[config.mk]
export PLATFORM = sky130hd
export DESIGN_NAME = lpfs_front
export DESIGN_NICKNAME = d
export VERILOG_FILES = /design/src/rtl/lpfs_pkg.sv /design/src/rtl/lpfs_front.sv
export SDC_FILE = /design/constraint.sdc
export NUM_CORES = 1
export LEC_CHECK = 0
export BUFFER_PORTS_ARGS = -buffer_cell sky130_fd_sc_hd__buf_2
export CAP_MARGIN = 20
export CORE_UTILIZATION = 50
export DETAILED_ROUTE_END_ITERATION = 8
export GPL_ROUTABILITY_DRIVEN = 0
export GPL_TIMING_DRIVEN = 1
export PLACE_DENSITY_LB_ADDON = 0.25
export SLEW_MARGIN = 10
export SYNTH_ARGS = -nofsm -noshare
export SYNTH_HDL_FRONTEND = slang
export SYNTH_SLANG_ARGS = --single-unit
export TNS_END_PERCENT = 30
[constraint.sdc]
create_clock -name clk -period 4.2 [get_ports clk]
set_input_delay 0.63 -clock clk [delete_from_list [all_inputs] [get_ports clk]]
set_output_delay 0.63 -clock clk [all_outputs]
set_load 0.01 [all_outputs]
[src/rtl/lpfs_pkg.sv]
package lpfs_pkg;

  localparam int MAX_PIXELS = 256;
  localparam int PIX_AW = $clog2(MAX_PIXELS);
  localparam int LEN_W = 9;
  localparam logic [LEN_W-1:0] LEN_RESET = 9'd140;
  localparam int COLOR_W = 24;
  localparam int BYTES_PER_PIXEL = 9;
  localparam int POS_W = 4;
  localparam logic [POS_W-1:0] LAST_POS = POS_W'(BYTES_PER_PIXEL - 1);
  localparam int QUEUE_DEPTH = 4;
  localparam int QUEUE_AW = $clog2(QUEUE_DEPTH);

  typedef enum logic [1:0] {
    OP_WRITE = 2'd0,
    OP_CLEAR = 2'd1,
    OP_START = 2'd2,
    OP_TICK  = 2'd3
  } lpfs_op_t;

  typedef enum logic {
    ST_EXEC,
    ST_READ
  } lpfs_state_t;

  typedef struct packed {
    lpfs_op_t                 op;
    logic [PIX_AW-1:0]        idx;
    logic [COLOR_W-1:0]       color;
  } lpfs_item_t;

  // one byte of the 72-bit symbol stream, each color bit becomes 1 b 0
  function automatic logic [7:0] symbol_byte(logic [COLOR_W-1:0] color,
                                             logic [POS_W-1:0] k);
    logic [3*COLOR_W-1:0] s;
    logic [7:0] r;
    for (int i = 0; i < COLOR_W; i++) begin
      s[3*COLOR_W-1-3*i] = 1'b1;
      s[3*COLOR_W-2-3*i] = color[COLOR_W-1-i];
      s[3*COLOR_W-3-3*i] = 1'b0;
    end
    case (k)
      4'd0: r = s[71:64];
      4'd1: r = s[63:56];
      4'd2: r = s[55:48];
      4'd3: r = s[47:40];
      4'd4: r = s[39:32];
      4'd5: r = s[31:24];
      4'd6: r = s[23:16];
      4'd7: r = s[15:8];
      default: r = s[7:0];
    endcase
    return r;
  endfunction

endpackage

[src/rtl/lpfs_front.sv]
module lpfs_front (
  input  logic                      clk,
  input  logic                      rst,
  input  logic                      in_valid,
  output logic                      in_stall,
  input  logic [1:0]                action,
  input  logic [7:0]                pixel_index,
  input  logic [7:0]                red,
  input  logic [7:0]                green,
  input  logic [7:0]                blue,
  input  logic [lpfs_pkg::LEN_W-1:0] eff_len,
  output logic                      q_valid,
  output lpfs_pkg::lpfs_item_t      q_item,
  input  logic                      q_pop
);
  import lpfs_pkg::*;

  lpfs_item_t             queue [QUEUE_DEPTH];
  logic [QUEUE_AW-1:0]    wr_ptr;
  logic [QUEUE_AW-1:0]    rd_ptr;
  logic [QUEUE_AW:0]      count;
  logic                   full;
  logic                   accept;
  logic                   keep;
  logic                   push;
  lpfs_item_t             item;

  assign full     = (count == (QUEUE_AW+1)'(QUEUE_DEPTH));
  assign in_stall = full;
  assign accept   = in_valid && !full;

  always_comb begin
    item.op    = lpfs_op_t'(action);
    item.idx   = pixel_index;
    item.color = {green, red, blue};
    // writes past the strip end are dropped here
    keep = !((item.op == OP_WRITE) && ({1'b0, pixel_index} >= eff_len));
  end

  assign push    = accept && keep;
  assign q_valid = (count != '0);
  assign q_item  = queue[rd_ptr];

  always_ff @(posedge clk) begin
    if (push) begin
      queue[wr_ptr] <= item;
    end
  end

  always_ff @(posedge clk) begin
    if (rst) begin
      wr_ptr <= '0;
      rd_ptr <= '0;
      count  <= '0;
    end else begin
      if (push) begin
        wr_ptr <= wr_ptr + 1'b1;
      end
      if (q_pop) begin
        rd_ptr <= rd_ptr + 1'b1;
      end
      if (push && !q_pop) begin
        count <= count + 1'b1;
      end else if (!push && q_pop) begin
        count <= count - 1'b1;
      end
    end
  end

endmodule

# After elaboration in Yosys (flattened, before gate mapping)
# Memory sizes are Yosys's and may differ from the RTL's. A register that Yosys moved wholly into a read port is not among the register bits.
# Cells that the tools add are included.
# totals
ram_bits	136
ff_bits	7
input_bits	47
memories	1
word_cells	28
output_inout_bits	36
# classes
addsub	4
order_cmp	1
eq_ne	1
reduce_logical	12
mux	6
# memory_table
memory	words	width	read_ports	rd_clocked_by_memory_dff	wr	line_no	rtl
queue	4	34	1	1	1	lpfs_front.sv:18	lpfs_item_t queue [QUEUE_DEPTH];
# ops
op	count
$ge 8x9->1	1
$mux 3	2
$logic_and 1x1->1	5
$add 2x1->2 const B	2
$logic_not 1->1	4
$mux 2	2
$add 3x1->3 const B	1
$eq 3x3->1 const B	1
$reduce_bool 3->1	1
$sub 3x1->3 const B	1
$logic_not 2->1	1
$mux 1	2
$reduce_bool 2->1	1

# Longest topological paths before layout
# Gate-level depths: netlist of run 1.
# logic_depth
ltp_word	8
depth_mapped	12
mapped_depth_nobuf	12

# Worst setup path after synthesis of run 1
# No wires, ideal clock.
# synth_timing
path_kind	in2reg
from	input port eff_len[4] (netlist bit)
to	register count[2]
setup_ps	70
t_required_ps	4130
slack_ps	1187
path_buffers	0
path_stages	12
arrival_time_ps	2943
path_cell_list	inv_1 > ha_1 > and4_4 > nand2b_4 > o211ai_4 > a311oi_4 > ha_1 > inv_1 > fa_1 > xor2_1 > or3_1 > a21oi_1
# synth_between
elab_chain_len	7
word_cells_on_any_way	9
classes_between	1 x order compare; 1 x mux; 7 x reduce/logical
# synth_rtl
element	line_no	rtl
start, declared	lpfs_front.sv:11	input logic [lpfs_pkg::LEN_W-1:0] eff_len,
$ge 8x9->1 (*)	lpfs_front.sv:37	keep = !((item.op == OP_WRITE) && ({1'b0, pixel_index} >= eff_len));
$logic_and 1x1->1 (*)	lpfs_front.sv:37	
$logic_not 1->1 (*)	lpfs_front.sv:37	
$logic_and 1x1->1 (*)	lpfs_front.sv:40	assign push = accept && keep;
net push	lpfs_front.sv:25	logic push;
$logic_not 1->1	lpfs_front.sv:64	end else if (!push && q_pop) begin
$logic_and 1x1->1	lpfs_front.sv:64	
$reduce_bool 2->1 (no source line)	-	
end signal, assigned	lpfs_front.sv:63	count <= count + 1'b1;
end signal, assigned	lpfs_front.sv:65	count <= count - 1'b1;
end, declared	lpfs_front.sv:21	logic [QUEUE_AW:0] count;
# The timed path passes the listed nets; every way through them passes the cells marked *.
# A chain may end at the register's enable or synchronous reset.

# Worst setup path in the final report of run 1
# layout_timing
from	input port pixel_index[4]
to	register count[2]
# layout_between
elab_chain_len	7
word_cells_on_any_way	9
classes_between	1 x order compare; 1 x mux; 7 x reduce/logical
# layout_rtl
element	line_no	rtl
start, declared	lpfs_front.sv:7	input logic [7:0] pixel_index,
$ge 8x9->1 (*)	lpfs_front.sv:37	
$logic_and 1x1->1 (*)	lpfs_front.sv:37	
$logic_not 1->1 (*)	lpfs_front.sv:37	
$logic_and 1x1->1 (*)	lpfs_front.sv:40	
net push	lpfs_front.sv:25	
$logic_not 1->1	lpfs_front.sv:64	
$logic_and 1x1->1	lpfs_front.sv:64	
$reduce_bool 2->1 (no source line)	-	
# Marks and branches as above.

==> results of run 1 <==
## worst max-delay path, delay by kind of cell
family / cells / cell delay [ps]
XOR/XNOR: 1 / 180
AO/OA/AOI/OAI: 3 / 700
buffers and inverters: 2 / 190
AND/OR/NAND/NOR: 3 / 590
adder cells (fa/ha/maj): 3 / 980
## registers in the layout (all words and copies together) (netlist names), named ones only
register  cells
count         3
wr_ptr        2
queue       136
rd_ptr        2
## worst min path at each step
stage	slack, ps	from	depth (start not counted)	end
floorplan	460	count[2]	2	count[2]
global placement	480	count[2]	2	count[2]
detailed placement	490	count[2]	2	count[2]
CTS	300	red[0]	1	queue[0][8]
global route	290	blue[0]	1	queue[2][0]
finish	320	blue[0]	1	queue[0][0]
## metrics by stage
stage / setup slack, ps / hold WS [ps]
after floorplan: 1190 / 461
after global placement: 956 / 478
after detailed placement: 825 / 494
after CTS: 1330 / 302
after global routing: 1240 / 292
final: 1380 / 324
## power breakdown
part           total (mW)  leakage, nW  internal [mW]  switching, mW
logic               0.490        0.832          0.231          0.259
registers            1.79         1.32           1.74         0.0509
clock network        1.42        0.266          0.892          0.527
total                3.70         2.42           2.86          0.837
## cells in the final DEF, fill, tap and decap left out, types with 2 or more instances in the layout
master / count
mux4_2: 34
buf_12: 2
clkbuf_16: 16
edfxtp_1: 136
nand2_1: 2
clkinvlp_4: 3
bufinv_16: 3
clkinv_2: 2
a21oi_1: 4
mux2i_1: 2
buf_4: 4
inv_1: 12
clkinv_1: 3
buf_2: 82
ha_1: 13
clkbuf_1: 2
xor2_1: 3
dfxtp_2: 2
nand2b_1: 3
and2_2: 4
or3_1: 2
dfxtp_1: 7
nor2_1: 7
## kinds of logic (layout without fill, tap and decap cells)
family,after synthesis,after routing
AND/OR/NAND/NOR,24,24
AO/OA/AOI/OAI,9,9
multiplexers,37,37
buffers and inverters,21,131
flip-flops,145,145
adder cells (fa/ha/maj),14,14
XOR/XNOR,4,4
## routing by layer
layer  GRT usage, %  routed length (µm)  part of all wire [%]  vias to the layer above
met1           21.9                3800                    42                     1344
met2           28.4                4570                    50                       77
met4           5.58                  29                  0.32                        0
met5              0                   0                     0                        -
met3           8.66                 672                   7.4                        2
li1               -                   -                     -                     1232
## cell type report
type | instances | area share [%]
Clock buffer | 19 | 6.21
Multi-Input combinational cell | 88 | 18.5
Timing Repair Buffer | 88 | 7.08
Sequential cell | 145 | 62.9
Tap cell | 140 | 2.58
Clock inverter | 12 | 2.10
Inverter | 12 | 0.664
==> run summary, run 1 <==
Slew @ Worst Pin = 931 ps
Setup crit end kind = flip-flop
Worst Setup Path Type = in -> reg
Required @ worst endpoint = 4650 ps
P per Cell Area = 545 mW/mm²
relative slew slack = 37.9%
Final ANT Viol Nets = 0
Post-Layout Cell Count = 504
clock skew after layout = 9.58 ps
Post-CTS Resized = 0
final number of hold-violating endpoints = 0
first-pass iteration count of the detailed router = 4
DP HPWL = 5680 µm
R2R setup slack = 1690 ps
RSZ-0062 raised after global routing = false
Synth Area in XOR/XNOR = 0.626%
ys async rst share = 0%
maximum buffer depth of the clock tree = 2
Commonest cells post-synth = 136 x edfxtp_1, 34 x mux4_2, 13 x ha_1
multi-input logic area = 0.00125 mm²
mean post-synth cell area = 22.0 µm²
clock latency on the worst-skew pair = 520 ps
Hold Path Class = in -> reg
Worst Setup EP = count[2]
status = complete, no violations
post-synthesis compound-gate area fraction = 1.63%
Synth Flop Type = edfxtp_1
Clock Sinks = 145
Arr. time, crit path = 3270 ps
die area = 0.0116 mm²
final setup violation count = 0
Post-synth EDFFs = 136
cells on worst reg2reg path = 9
syn nets = 315
final instance area = 0.00679 mm²
port bufs = 82
Synth cell types = 30
Adder-Cell Fraction of Synth Area = 3.26%
post-synthesis mux area share = 14.3%
Setup Buffers After CTS = 0
#FFs+latches synth = 145
post-synthesis sequential area ratio = 76.2%
vias in the first global route = 2809
Filler Cell Count = 769
first-pass GRT wire length = 14600 µm
number of warnings issued by yosys = 0
final net count = 413
main area contributors after synthesis = edfxtp_1 73%, mux4_2 14%, dfxtp_1 3.2%
drt wl/cell = 18.0 µm
layout cells sized above 1 = 44.0%
Area after DPL = 0.00622 mm²
Initial Util = 51.4%
Placed Instances = 473
Num CTS Buffers = 17
post-synthesis cell area = 0.00560 mm²
CP startpoint kind = primary input
largest family of logic cells by synthesized area = multiplexers
root buffer cell = clkbuf_8
final core utilization = 62.3%
setup_tns = 0 ps
I/O pin cnt = 83
crit path cell chain = buf_2 -> ha_1 -> and4_4 -> nand2b_4 -> o211ai_4 -> a311oi_4 -> ha_1 -> inv_1 -> fa_1 -> xor2_1 -> or3_1 -> a21oi_1
Max Freq = 0.355 GHz
core area = 0.0109 mm²
largest net degree at the start of global routing = 35
die extent in x = 108 µm
final wirelength = 9070 µm
worst r2r src = count[0]
area share of the largest cell type after synthesis = 72.9%
reg-to-reg endpoint = count[2]
Top cell by count, worst path = ha_1
Period Utilization, post-route = 67.2%
Critical Path Fanout Max = 7
Max Cap Viol = 0
Vias/cell = 5.27
PnR Total Power = 3.70 mW
FF+latch area = 0.00427 mm²
crit path time final = 2820 ps
Worst VDD drop = 0.283 mV
Area Growth Syn to Fin = 21.2%
n_diodes = 0
CTS clock-pin slew for the worst setup and hold paths = 60 ps
Initial DRC Count = 95
GRT Overall Usage = 18.0%
H-tree depth = 4
initial antenna violation count = 0
Worst path slowest cell = a311oi_4
gr ovfl total = 0
count leader, synth = edfxtp_1
Worst Setup SP = pixel_index[4]
Worst path max stage delay = 460 ps
post-synth top area cell = edfxtp_1
Die Span Y = 108 µm
Synth Instances = 254
Leak Pwr = 2.42 nW
Site Rows = 38
final slew viol count = 0
CTS Hold Buffers Added = 0
DR vias = 2655
clock tree from TritonCTS = done
# DRC = 0
Simple-Gate Fraction of Synth Area = 2.53%
Power figures use the tool's default switching activity.
==> inputs of run 2 (changes only) <==
--- a/config.mk
+++ b/config.mk
@@ -5,6 +5,7 @@
 export SDC_FILE = /design/constraint.sdc
 export NUM_CORES = 1
 export LEC_CHECK = 0
+export ABC_AREA = 1
 export BUFFER_PORTS_ARGS = -buffer_cell sky130_fd_sc_hd__buf_2
 export CAP_MARGIN = 20
 export CORE_UTILIZATION = 50
==> constraint.sdc (replaced) <==
create_clock -name clk -period 2.8 [get_ports clk]
set_input_delay 0.42 -clock clk [delete_from_list [all_inputs] [get_ports clk]]
set_output_delay 0.42 -clock clk [all_outputs]
set_load 0.01 [all_outputs]
==> run 2 against run 1 <==
Compared with the run above:
- utilization up 0.78 points
- sequential share of layout area fell by 1.3 points
- cell area grew 2.1%
- synthesized area increased by 1.9%
- via count up 37%
- largest power group unchanged
- final cell count rose by 36%
- critical endpoint is now q_item[25]
- wire length rose by 21%
- clock power up 51%
- worst hold slack lost 100 ps
- global-route usage up 2.1 points
==> run summary, run 2 <==
final slew viol count = 0
clock tree from TritonCTS = done
Largest register FFs = 136
Site Rows = 38
DP HPWL = 6680 µm
most common cell after layout, fill and taps aside = edfxtp_1
Num CTS Buffers = 17
CTS Hold Buffers Added = 0
final net count = 593
root buffer cell = clkbuf_16
CTS clock-pin slew for the worst setup and hold paths = 60 ps
mean post-synth cell area = 13.1 µm²
Filler Cell Count = 820
Crit path max-delay family = buffers and inverters
cell-internal power = 4.07 mW
post-synthesis mux area share = 0%
core area = 0.0110 mm²
PnR Total Power = 5.34 mW
Slew @ Worst Pin = 672 ps
Hold Path Class = in -> reg
area share of the largest cell type after synthesis = 71.5%
status = complete, no violations
Post-CTS Resized = 0
final wirelength = 11000 µm
post-synth top area cell = edfxtp_1
Worst path slowest cell = buf_4
Synth cell types = 21
Sw Ratio = 23.8%
Initial DRC Count = 280
FF+latch area = 0.00427 mm²
#FFs+latches synth = 145
Setup crit end kind = primary output
sequential share of power = 48.4%
DR vias = 3626
Critical Path Fanout Max = 68
Vias/cell = 5.29
Synth Flop Type = edfxtp_1
largest family of logic cells by synthesized area = compound AO/OA/AOI/OAI gates
number of warnings issued by yosys = 0
Clock Sinks = 145
Max Cap Viol = 0
die area = 0.0118 mm²
Adder-Cell Fraction of Synth Area = 3.20%
first-pass GRT wire length = 17200 µm
H-tree depth = 4
clock latency on the worst-skew pair = 410 ps
# DRC = 0
ys async rst share = 0%
Post-synth EDFFs = 136
die extent in x = 109 µm
RSZ-0062 raised after global routing = false
Worst Setup Path Type = reg -> out
port bufs = 82
count leader, synth = edfxtp_1
Comb pwr share = 11.6%
Synth Instances = 436
layout cells sized above 1 = 24.8%
Required @ worst endpoint = 2380 ps
final core utilization = 63.1%
Area after DPL = 0.00636 mm²
crit path time final = 2370 ps
gr ovfl total = 0
Die Span Y = 109 µm
Period Utilization, post-route = 84.8%
n_diodes = 0
drt wl/cell = 16.1 µm
maximum buffer depth of the clock tree = 2
I/O pin cnt = 83
GRT Overall Usage = 20.0%
first-pass iteration count of the detailed router = 4
final number of hold-violating endpoints = 0
final instance area = 0.00693 mm²
crit path cell chain = buf_4 -> o21ai_0 -> o22ai_1 -> buf_2
Worst VDD drop = 0.462 mV
vias in the first global route = 3544
Commonest cells post-synth = 136 x edfxtp_1, 85 x nor2_1, 74 x o21ai_0
Regs by FF count = queue (136), count (3)
multi-input logic area = 0.00126 mm²
post-synthesis compound-gate area fraction = 10.7%
final setup violation count = 0
Worst path max stage delay = 550 ps
largest net degree at the start of global routing = 69
Arr. time, crit path = 1950 ps
main area contributors after synthesis = edfxtp_1 72%, o21ai_0 6.5%, nor2_1 5.6%
post-synthesis cell area = 0.00571 mm²
relative slew slack = 55.2%
Max Freq = 0.421 GHz
Initial Util = 52.0%
P per Cell Area = 770 mW/mm²
setup_tns = 0 ps
Synth Area in XOR/XNOR = 0%
Simple-Gate Fraction of Synth Area = 7.72%
initial antenna violation count = 1
commonest cells after routing, fill and taps aside = 136 x edfxtp_1, 82 x buf_2, 81 x nor2_1
CP startpoint kind = flip-flop
syn nets = 497
Setup Buffers After CTS = 0
NetSw = 1.27 mW
Largest Register = queue
WP buf/inv = 2
clock share of power = 40.0%
clock skew after layout = 9.00 ps
post-synthesis sequential area ratio = 74.7%
Leak Pwr = 2.62 nW
Area Growth Syn to Fin = 21.4%
Final ANT Viol Nets = 0
-- run 2: layout make-up --
| type | instances | area share [%] |
|---|---|---|
| Timing Repair Buffer | 98 | 7.84 |
| Sequential cell | 145 | 61.5 |
| Tap cell | 140 | 2.53 |
| Clock inverter | 13 | 1.99 |
| Clock buffer | 19 | 6.25 |
| Multi-Input combinational cell | 240 | 18.2 |
| Inverter | 30 | 1.62 |
-- run 2: logic make-up after synthesis --
| family | Yosys count |
|---|---|
| and+or+nand+nor | 113 |
| buffers and inverters | 51 |
| AOI/OAI and AO/OA | 113 |
| DFF | 145 |
| adders and majority gates | 14 |
-- run 2: through the flow --
| step | setup WS (ps) | instances | hold slack [ps] |
|---|---|---|---|
| after global routing | 274 | 685 | 217 |
| after floorplan | -286 | 436 | 412 |
| after detailed placement | 169 | 653 | 467 |
| after CTS | 406 | 685 | 207 |
| after global placement | 349 | 653 | 424 |
| final | 426 | 685 | 224 |
-- run 2: path summary, 6_finish.rpt --
kind | startpoint | end | slack [ps] | depth (start not counted)
worst min-delay path | green[7] | queue[1][23] | 220 | 1
worst max register to register | count[0] | count[2] | 810 | 11
worst max-delay path | flip-flop | q_item[25] | 430 | 4
worst min register to register | rd_ptr[1] | rd_ptr[1] | 480 | 1
-- run 2: routing by layer --
layer  global-route usage, %  share of wire (%)  routed length, µm  up-vias
met3                    5.32                6.0                661       17
li1                        -                  -                  -     1771
met5                       0               0.12                 13        -
met1                    25.2                 43               4740     1725
met2                    33.0                 50               5460      111
met4                    8.20                1.2                137        2
-- run 2: power by group through the flow --
stage               Combinational (mW)  Clock, mW  Sequential (mW)
floorplan                        0.344          0             2.62
global placement                 0.605          0             2.62
detailed placement               0.624          0             2.62
CTS                              0.627       2.17             2.58
global route                     0.693       2.26             2.59
finish                           0.619       2.14             2.58
-- run 2: worst reg2reg max path, stage by stage (launching register included) --
cell     delay (ps)
dfxtp_1         400
nor3_1          100
nor2_1          190
nand2_4          70
inv_1            50
ha_1            130
inv_1            70
fa_1            390
o21ai_0         200
a21o_1          130
o21ai_0          70
a21oi_1         120
